<file path="src/hdl/uefd_pkg.sv">
// Types and constants of the escaped-frame deframer.
// No dependencies; every module file imports this package.
`timescale 1ns / 1ps

package uefd_pkg;

    localparam logic [7:0] ESC_BYTE    = 8'h1a;
    localparam logic [7:0] TYPE_SHORT  = 8'h73;
    localparam logic [7:0] TYPE_LONG   = 8'h6c;
    localparam logic [7:0] TYPE_UPLINK = 8'h75;
    localparam int unsigned STAMP_BYTES = 6;

    typedef enum logic [2:0] {
        PH_IDLE    = 3'd0,
        PH_STAMP   = 3'd1,
        PH_SIGNAL  = 3'd2,
        PH_PAYLOAD = 3'd3
    } phase_t;

    typedef enum logic [1:0] {
        ST_PAYLOAD  = 2'd0,
        ST_BAD_TYPE = 2'd1,
        ST_BAD_ESC  = 2'd2
    } status_t;

    typedef enum logic [1:0] {
        KIND_SHORT  = 2'd0,
        KIND_LONG   = 2'd1,
        KIND_UPLINK = 2'd2
    } kind_t;

    typedef struct packed {
        logic [7:0] rx_byte;
        logic       begins_frame;
    } in_item_t;

    typedef struct packed {
        status_t     status;
        kind_t       frame_kind;
        logic [7:0]  payload_byte;
        logic [9:0]  byte_index;
        logic [47:0] timestamp;
        logic [7:0]  signal_byte;
        logic        signal_present;
        logic        last;
    } out_item_t;

endpackage

</file>
<file path="src/hdl/uat_escaped_frame_deframer.sv">
// Top level of the escaped-frame deframer: input register, parser, result register.
// Depends on uefd_pkg, uefd_in_reg, uefd_parser and uefd_out_reg.
`timescale 1ns / 1ps
//
//  Channel   Ports                       Direction  Carries
//  input     s_valid s_ready s_item      in         one received byte, frame-start flag
//  result    m_valid m_ready m_item      out        payload byte or error with frame info
//
//  One byte per cycle is sustained while m_ready stays high; a byte is held in the input
//  register, and its result is then loaded into the result register, from which it transfers out.
//  Reset is synchronous and clears the parse state and both valid flags.
//  A stall on the result side holds the parser and then the input register; a
//  byte that yields no result still waits until the result register can load.
//  The parse state is the only loop and it updates once per byte.

module uat_escaped_frame_deframer
    import uefd_pkg::*;
#(
    parameter int unsigned SHORT_BYTES  = 30,
    parameter int unsigned LONG_BYTES   = 48,
    parameter int unsigned UPLINK_BYTES = 552
) (
    input  logic      aclk,
    input  logic      aresetn,
    input  logic      s_valid,
    output logic      s_ready,
    input  in_item_t  s_item,
    output logic      m_valid,
    input  logic      m_ready,
    output out_item_t m_item
);

    logic      held_valid;
    in_item_t  held_item;
    logic      can_take;
    logic      fire;
    logic      res_valid;
    out_item_t res;

    assign fire = held_valid && can_take;

    uefd_in_reg u_in_reg (
        .aclk       (aclk),
        .aresetn    (aresetn),
        .s_valid    (s_valid),
        .s_ready    (s_ready),
        .s_item     (s_item),
        .take       (fire),
        .held_valid (held_valid),
        .held_item  (held_item)
    );

    uefd_parser #(
        .SHORT_BYTES  (SHORT_BYTES),
        .LONG_BYTES   (LONG_BYTES),
        .UPLINK_BYTES (UPLINK_BYTES)
    ) u_parser (
        .aclk      (aclk),
        .aresetn   (aresetn),
        .fire      (fire),
        .item      (held_item),
        .res_valid (res_valid),
        .res       (res)
    );

    uefd_out_reg u_out_reg (
        .aclk      (aclk),
        .aresetn   (aresetn),
        .load      (fire && res_valid),
        .load_item (res),
        .can_take  (can_take),
        .m_valid   (m_valid),
        .m_ready   (m_ready),
        .m_item    (m_item)
    );

endmodule

</file>
<file path="src/hdl/uefd_in_reg.sv">
// Input register of the deframer: holds one received byte until parsed.
// Depends on uefd_pkg.
`timescale 1ns / 1ps

module uefd_in_reg
    import uefd_pkg::*;
(
    input  logic     aclk,
    input  logic     aresetn,
    input  logic     s_valid,
    output logic     s_ready,
    input  in_item_t s_item,
    input  logic     take,
    output logic     held_valid,
    output in_item_t held_item
);

    logic     valid_reg;
    logic     valid_next;
    in_item_t item_reg;

    // A new transfer is taken when the register is empty or drains this cycle.
    assign s_ready    = !valid_reg || take;
    assign valid_next = (s_valid && s_ready) ? 1'b1 : (take ? 1'b0 : valid_reg);

    always_ff @(posedge aclk) begin
        if (!aresetn) begin
            valid_reg <= 1'b0;
        end else begin
            valid_reg <= valid_next;
        end
    end

    always_ff @(posedge aclk) begin
        if (s_valid && s_ready) begin
            item_reg <= s_item;
        end
    end

    assign held_valid = valid_reg;
    assign held_item  = item_reg;

endmodule

</file>
<file path="src/hdl/uefd_parser.sv">
// Frame parser: type decode, de-escaping, timestamp and signal capture.
// Depends on uefd_pkg.
`timescale 1ns / 1ps

module uefd_parser
    import uefd_pkg::*;
#(
    parameter int unsigned SHORT_BYTES  = 30,
    parameter int unsigned LONG_BYTES   = 48,
    parameter int unsigned UPLINK_BYTES = 552
) (
    input  logic      aclk,
    input  logic      aresetn,
    input  logic      fire,
    input  in_item_t  item,
    output logic      res_valid,
    output out_item_t res
);

    localparam logic [10:0] SHORT_LEN  = 11'(SHORT_BYTES);
    localparam logic [10:0] LONG_LEN   = 11'(LONG_BYTES);
    localparam logic [10:0] UPLINK_LEN = 11'(UPLINK_BYTES);
    localparam logic [10:0] STAMP_LEN  = 11'(STAMP_BYTES);

    phase_t      phase_reg, phase_next;
    logic        esc_reg, esc_next;
    kind_t       kind_reg, kind_next;
    logic [9:0]  count_reg, count_next;
    logic [47:0] stamp_reg, stamp_next;
    logic [7:0]  signal_reg, signal_next;

    logic        active;
    logic        data_ok;
    logic        type_ok;
    kind_t       type_kind;
    logic [10:0] count_inc;
    logic [10:0] frame_len;
    logic        is_last;

    assign active = (phase_reg == PH_STAMP) || (phase_reg == PH_SIGNAL)
                 || (phase_reg == PH_PAYLOAD);
    // A data byte is either a plain byte or the second half of a doubled escape.
    assign data_ok = active && !item.begins_frame
                  && (esc_reg ? (item.rx_byte == ESC_BYTE) : (item.rx_byte != ESC_BYTE));
    assign count_inc = {1'b0, count_reg} + 11'd1;

    always_comb begin
        type_ok   = 1'b1;
        type_kind = KIND_SHORT;
        unique case (item.rx_byte)
            TYPE_SHORT:  type_kind = KIND_SHORT;
            TYPE_LONG:   type_kind = KIND_LONG;
            TYPE_UPLINK: type_kind = KIND_UPLINK;
            default:     type_ok   = 1'b0;
        endcase
    end

    always_comb begin
        case (kind_reg)
            KIND_LONG:   frame_len = LONG_LEN;
            KIND_UPLINK: frame_len = UPLINK_LEN;
            default:     frame_len = SHORT_LEN;
        endcase
    end

    assign is_last = count_inc >= frame_len;

    // Next phase.
    always_comb begin
        phase_next = phase_reg;
        if (item.begins_frame) begin
            phase_next = type_ok ? PH_STAMP : PH_IDLE;
        end else begin
            unique case (phase_reg)
                PH_STAMP: begin
                    if (esc_reg && !data_ok) begin
                        phase_next = PH_IDLE;
                    end else if (data_ok && count_inc >= STAMP_LEN) begin
                        phase_next = PH_SIGNAL;
                    end
                end
                PH_SIGNAL: begin
                    if (esc_reg && !data_ok) begin
                        phase_next = PH_IDLE;
                    end else if (data_ok) begin
                        phase_next = PH_PAYLOAD;
                    end
                end
                PH_PAYLOAD: begin
                    if ((esc_reg && !data_ok) || (data_ok && is_last)) begin
                        phase_next = PH_IDLE;
                    end
                end
                default: phase_next = PH_IDLE;
            endcase
        end
    end

    // Datapath updates and the result of this byte.
    always_comb begin
        esc_next    = esc_reg;
        kind_next   = kind_reg;
        count_next  = count_reg;
        stamp_next  = stamp_reg;
        signal_next = signal_reg;
        res_valid   = 1'b0;
        res         = '0;
        if (item.begins_frame) begin
            esc_next    = 1'b0;
            count_next  = '0;
            stamp_next  = '0;
            signal_next = '0;
            kind_next   = type_kind;
            if (!type_ok) begin
                res_valid   = 1'b1;
                res.status  = ST_BAD_TYPE;
                res.last    = 1'b1;
            end
        end else if (active) begin
            if (esc_reg) begin
                esc_next = 1'b0;
                if (!data_ok) begin
                    res_valid      = 1'b1;
                    res.status     = ST_BAD_ESC;
                    res.frame_kind = kind_reg;
                    res.last       = 1'b1;
                end
            end else if (!data_ok) begin
                esc_next = 1'b1;
            end
            if (data_ok) begin
                unique case (phase_reg)
                    PH_STAMP: begin
                        stamp_next = {stamp_reg[39:0], item.rx_byte};
                        count_next = (count_inc >= STAMP_LEN) ? '0 : count_inc[9:0];
                    end
                    PH_SIGNAL: begin
                        signal_next = item.rx_byte;
                        count_next  = '0;
                    end
                    default: begin
                        res_valid          = 1'b1;
                        res.status         = ST_PAYLOAD;
                        res.frame_kind     = kind_reg;
                        res.payload_byte   = item.rx_byte;
                        res.byte_index     = count_reg;
                        res.timestamp      = stamp_reg;
                        res.signal_byte    = signal_reg;
                        res.signal_present = signal_reg != 8'd0;
                        res.last           = is_last;
                        count_next         = is_last ? '0 : count_inc[9:0];
                    end
                endcase
            end
        end
    end

    always_ff @(posedge aclk) begin
        if (!aresetn) begin
            phase_reg <= PH_IDLE;
            esc_reg   <= 1'b0;
            kind_reg  <= KIND_SHORT;
            count_reg <= '0;
        end else if (fire) begin
            phase_reg <= phase_next;
            esc_reg   <= esc_next;
            kind_reg  <= kind_next;
            count_reg <= count_next;
        end
    end

    always_ff @(posedge aclk) begin
        if (fire) begin
            stamp_reg  <= stamp_next;
            signal_reg <= signal_next;
        end
    end

endmodule

</file>
<file path="src/hdl/uefd_out_reg.sv">
// Result register of the deframer, drained by the downstream handshake.
// Depends on uefd_pkg.
`timescale 1ns / 1ps

module uefd_out_reg
    import uefd_pkg::*;
(
    input  logic      aclk,
    input  logic      aresetn,
    input  logic      load,
    input  out_item_t load_item,
    output logic      can_take,
    output logic      m_valid,
    input  logic      m_ready,
    output out_item_t m_item
);

    logic      valid_reg;
    logic      valid_next;
    out_item_t item_reg;

    assign can_take   = !valid_reg || m_ready;
    assign valid_next = load ? 1'b1 : (m_ready ? 1'b0 : valid_reg);

    always_ff @(posedge aclk) begin
        if (!aresetn) begin
            valid_reg <= 1'b0;
        end else begin
            valid_reg <= valid_next;
        end
    end

    always_ff @(posedge aclk) begin
        if (load) begin
            item_reg <= load_item;
        end
    end

    assign m_valid = valid_reg;
    assign m_item  = item_reg;

endmodule

</file>
<file path="config.mk">
export PLATFORM = sky130hd
export DESIGN_NAME = uat_escaped_frame_deframer
export DESIGN_NICKNAME = d
export VERILOG_FILES = /design/src/hdl/uefd_pkg.sv /design/src/hdl/uat_escaped_frame_deframer.sv /design/src/hdl/uefd_in_reg.sv /design/src/hdl/uefd_parser.sv /design/src/hdl/uefd_out_reg.sv
export SDC_FILE = /design/constraint.sdc
export NUM_CORES = 1
export LEC_CHECK = 0
export BUFFER_PORTS_ARGS = -buffer_cell sky130_fd_sc_hd__buf_2
export CAP_MARGIN = 20
export CORE_MARGIN = 2
export CORE_UTILIZATION = 56
export CTS_BUF_LIST = sky130_fd_sc_hd__clkbuf_4
export DETAILED_ROUTE_END_ITERATION = 10
export GPL_ROUTABILITY_DRIVEN = 0
export PLACE_DENSITY = 0.78
export SLEW_MARGIN = 20
export SYNTH_ARGS = -nofsm -noshare
export SYNTH_HDL_FRONTEND = slang
export SYNTH_SLANG_ARGS = --single-unit
</file>
<file path="constraint.sdc">
create_clock -name aclk -period 6.7 [get_ports aclk]
set_input_delay 1.34 -clock aclk [delete_from_list [all_inputs] [get_ports aclk]]
set_output_delay 1.34 -clock aclk [all_outputs]
set_load 0.01 [all_outputs]
</file>
After elaboration in Yosys (flattened, before gate mapping)
Index checks and enable logic that the tools add are counted.

word-level totals
  output and inout bits = 82
  word-level logic and storage cells = 116
  bits in registers = 163
  input bits = 13

operators by class
  bitwise gates (word level) = 2
  $lt $le $gt $ge = 2
  $add $sub $neg = 1
  mux-type cells = 46
  equality and inequality tests = 13
  reductions and logical operators = 34

operators by type and width
  cell                                                                 count
  two-way mux 80 bit                                                   3
  two-way mux 48 bit                                                   3
  two-way mux 10 bit                                                   5
  case mux 10 bit (2 select lines)                                     2
  == test 8 x 7 -> 1 bit (second input constant)                       3
  two-way mux 8 bit                                                    3
  two-way mux 1 bit                                                    19
  two-way mux 3 bit                                                    6
  AND reduction 4 bit                                                  3
  nonzero test 2 bit                                                   6
  adder 10 x 1 -> 11 bit (second input constant)                       1
  greater-or-equal comparator 11 x 10 -> 1 bit                         1
  greater-or-equal comparator 11 x 3 -> 1 bit (second input constant)  1
  case mux 3 bit (3 select lines)                                      1
  == test 8 x 5 -> 1 bit (second input constant)                       1
  logical AND 1 bit                                                    8
  two-way mux 4 bit                                                    2
  != test 8 x 5 -> 1 bit (second input constant)                       1
  nonzero test 8 bit                                                   1
  == test 3 x 2 -> 1 bit (second input constant)                       2
  logical OR 1 bit                                                     5
  OR reduction 5 bit                                                   1
  zero test 1 bit                                                      4
  != test 4 x 3 -> 1 bit (second input constant)                       1
  12 further kinds                                                     15

Logic depth before layout (Yosys ltp)
  depth after elaboration = 13
  gate-level depth with buffers = 12
  mapped depth without buffers = 11

Hierarchy
Synthesis repeated with hierarchy kept, for this count alone.

unflattened totals
  cell total of the unflattened synthesis = 503
  area, all modules = 6,872.8 µm²

modules (own cells, without submodules)
  module                      area each (µm²)  sequential area each (µm²)  cells each  instances
  uefd_parser                 4,081.4          1,981.9                     403         1
  uefd_out_reg                2,451.1          2,422.3                     84          1
  uefd_in_reg                 327.8            290.3                       14          1
  uat_escaped_frame_deframer  12.5             0.0                         2           1

Least setup slack after synthesis
OpenSTA, ideal clock, no wires.

  path kind = input to register
  start = input m_ready
  end = register u_out_reg.item_reg, in the netlist u_out_reg.m_item[0] (enable)
  library setup time = 0.547 ns
  setup slack = 0.714 ns
  data arrival time = 5.439 ns
  cell stages on the path = 3
  path buffers = 0
  cell sequence = nand2b_1 > nand2_1 > a21oi_1

between the ends
  word-level cells in the longest chain between the ends = 3

ends and longest elaborated chain
  element               line                              text
  from (decl)           uat_escaped_frame_deframer.sv:29  input logic m_ready,
  logical OR 1 bit      uefd_out_reg.sv:22                assign can_take = !valid_reg || m_ready;
  logical AND 1 bit     uat_escaped_frame_deframer.sv:40  assign fire = held_valid && can_take;
  logical AND 1 bit     uat_escaped_frame_deframer.sv:69  .load (fire && res_valid),
  net u_out_reg.load    uefd_out_reg.sv:10                input logic load,
  to (signal assigned)  uefd_out_reg.sv:35                item_reg <= load_item;
  to (decl)             uefd_out_reg.sv:20                out_item_t item_reg;

The timed path passes the listed nets, and every way through them passes these cells.
A chain may end at the register's enable or synchronous reset.

Worst setup path in the final report
  start = register u_in_reg.item_reg, in the netlist u_in_reg.held_item[6]
  end = register u_out_reg.item_reg, in the netlist u_out_reg.m_item[1] (data pin)

between the ends
  word-level cells in the longest chain between the ends = 5

ends and longest elaborated chain
  element                                                           line               text
  from (decl)                                                       uefd_in_reg.sv:20  in_item_t item_reg;
  from (signal assigned)                                            uefd_in_reg.sv:36  item_reg <= s_item;
  != test 8 x 5 -> 1 bit or == test 8 x 5 -> 1 bit (tied branches)  uefd_parser.sv:44  && (esc_reg ? (item.rx_byte == ESC_BYTE) : (item.rx_byte != ESC_BYTE));
  two-way mux 1 bit (*)                                             uefd_parser.sv:44
  logical AND 1 bit (*)                                             uefd_parser.sv:44
  inverter 1 bit (no line) (*)                                      --
  OR reduction 5 bit (no line) (*)                                  --

Mark *: on every way between the ends. The rest lies on a longest branch, timed or not.

==> out/results.tsv <==
metric	value	unit
final_net_count	595	
use_met2	29.5	%
die_w	113	um
cts.sinks	162	
seq_area_frac_synth	70.2	%
synth_warnings	0	
min_path_type	flop to flop	
use_met1	23.0	%
antenna_found_initial	0	
yosysMostFrequentCell	edfxtp_1	
die_h	113	um
setup_viol_count_final	0	
grt.busiest_layer	met2	
start_util	58.1	%
grt_max_degree	65	
cts_setup_buffers	0	
period_needed	3.28	ns
cts.path.max_buffers	2	
fillCellCount	850	
final_core_util	66.1	%
endpoint_kind	flop	
cts_resized	0	
place_area	7290	um^2
portBuffers	94	
synth.top_cell.area_share	65.1	%
ir_drop	154	uV
period_share	48.9	%
ant_nets	0	
dp_cells	691	
powerDensity	234	nW/um^2
cp_data_required_time	7.08	ns
core_region_area	11500	um^2
synth_commonest_cells	edfxtp_1, and2_1, nor2b_1	
drt_iter0_drc	231	
first_pass_iters	4	
wl_per_cell	15.6	um
largest_reg_flops	80	
final_cells	724	
clk_latency	0.52	ns
start_kind	flop	
ys_async_sr_fraction	0	%
finalClockSkew	0.0196	ns
critPathKind	flop to flop	
grt_pass1_wl	17800	um
yosysUniqueCellTypes	57	
path_clk_slew	0.13	ns
syn_area_per_cell	14.2	um^2
grtUsageTotal	18.1	%
grt_remaining_overflow	0	
grt_pass1_vias	3718	
fin_setup_tns	0	ns
io_pins	95	
remaining_drc_errors	0	
grtUsageMet3	4.98	%
worstPathMaxFanout	47	
vias	3898	
relSlewSlack	42.8	%
synth-seq-cells	162	
cts-htree-levels	4	
wl	11300	um
fmax	0.305	GHz
cts_tree	done	
cts_buffers	17	
rsz0062_at_grt	false	
finalInstanceArea	7610	um^2
hpwl	7500	um
ctsHoldBuffers	0	
synth_nets	499	
leakage	2.88	nW
synth_area_leaders	edfxtp_1, and2_1, dfxtp_1	
tightest_slew	0.857	ns
synthToLayoutAreaGrowth	13.8	%
synth_ff_type	edfxtp_1	
worstPathArrival	3.66	ns
synthCells	472	
vias_per_cell	5.38	
drv_cap	0	
dieArea	12800	um^2
holdWs	0.511	ns
yosysTopAreaCell	edfxtp_1	
syn_area	6690	um^2
drv_slew	0	
diodes	0	
status	complete, no violations	
clockRootBuffer	clkbuf_4	
hold_violations	0	
drive_gt1_share	24.4	%
synth_edf_count	145	
rows	39	
-- cell usage in the layout, fill, tap and decap left out, drive strengths merged, types with 2 or more instances in the layout --
cell and instances:
nor2 18, or4b 5, or4 5, o21a 2
nor3 5, buf 99, inv 16, ha 14
nor4 3, nor4b 2, a22o 6, nand4 3
o21bai 2, xnor2 4, and3 4, nand3 7
edfxtp 145, a211o 2, clkbuf 24, o21ai 7
nand2 19, nor2b 50, bufinv 3, and2 77
a31oi 3, clkinv 4, a21oi 10, nand2b 3
dfxtp 17
-- critical path, stage by stage (launching register included) --
cell and delay (ns):
edfxtp_1 0.44, or4b_2 0.74, o21a_1 0.23, or4_4 0.53, nor4_4 0.33, clkbuf_8 0.29, buf_4 0.37, a21boi_0 0.21
-- per-stage QoR --
step | setup slack [ns] | power, mW
finish | 3.42 | 1.78
global route | 3.26 | 1.84
CTS | 3.09 | 1.80
detailed placement | 3.08 | 1.21
global placement | 3.21 | 1.21
floorplan | 0.714 | 1.18
-- layout make-up --
type | count | area, um^2 | area share (%)
multi-input cells | 273 | 1860 | 24.4
repair buffers | 100 | 522 | 6.86
inverters | 14 | 52.6 | 0.690
well taps | 143 | 179 | 2.35
clock buffers | 23 | 173 | 2.27
clock inverters | 9 | 130 | 1.71
flip-flops and latches | 162 | 4690 | 61.7
-- cells by family (layout without fill, tap and decap cells) --
| group | after synthesis | count (layout) | share of synthesized area (%) |
|---|---|---|---|
| buf+inv | 37 | 146 | 2.41 |
| flops | 162 | 162 | 70.2 |
| simple gates | 208 | 208 | 18.8 |
| fa+ha+maj | 15 | 15 | 2.77 |
| mux | 1 | 1 | 0.150 |
| xor+xnor | 5 | 5 | 0.655 |
| compound gates | 44 | 44 | 5.05 |
-- where the power goes --
group / internal [mW] / switching, mW
clock: 0.286 / 0.309
combinational: 0.0196 / 0.0402
sequential: 1.12 / 0.00930
-- final timing paths --
check	start	end	slack, ns	cells after the start
worst max-delay path	u_in_reg.held_item[6]	u_out_reg.m_item[1]	3.42	7
worst min-delay path	u_parser.phase_reg[1]	u_parser.phase_reg[1]	0.51	2
worst min register to register	u_parser.phase_reg[1]	u_parser.phase_reg[1]	0.51	2
worst max register to register	u_in_reg.held_item[6]	u_out_reg.m_item[1]	3.42	7
-- metal layers --
layer	wire [um]	up-vias
met3	712	10
met4	149	0
met1	4780	1860
met2	5660	139
li1	-	1889
met5	0	-
(Power assumes the default switching activity.)
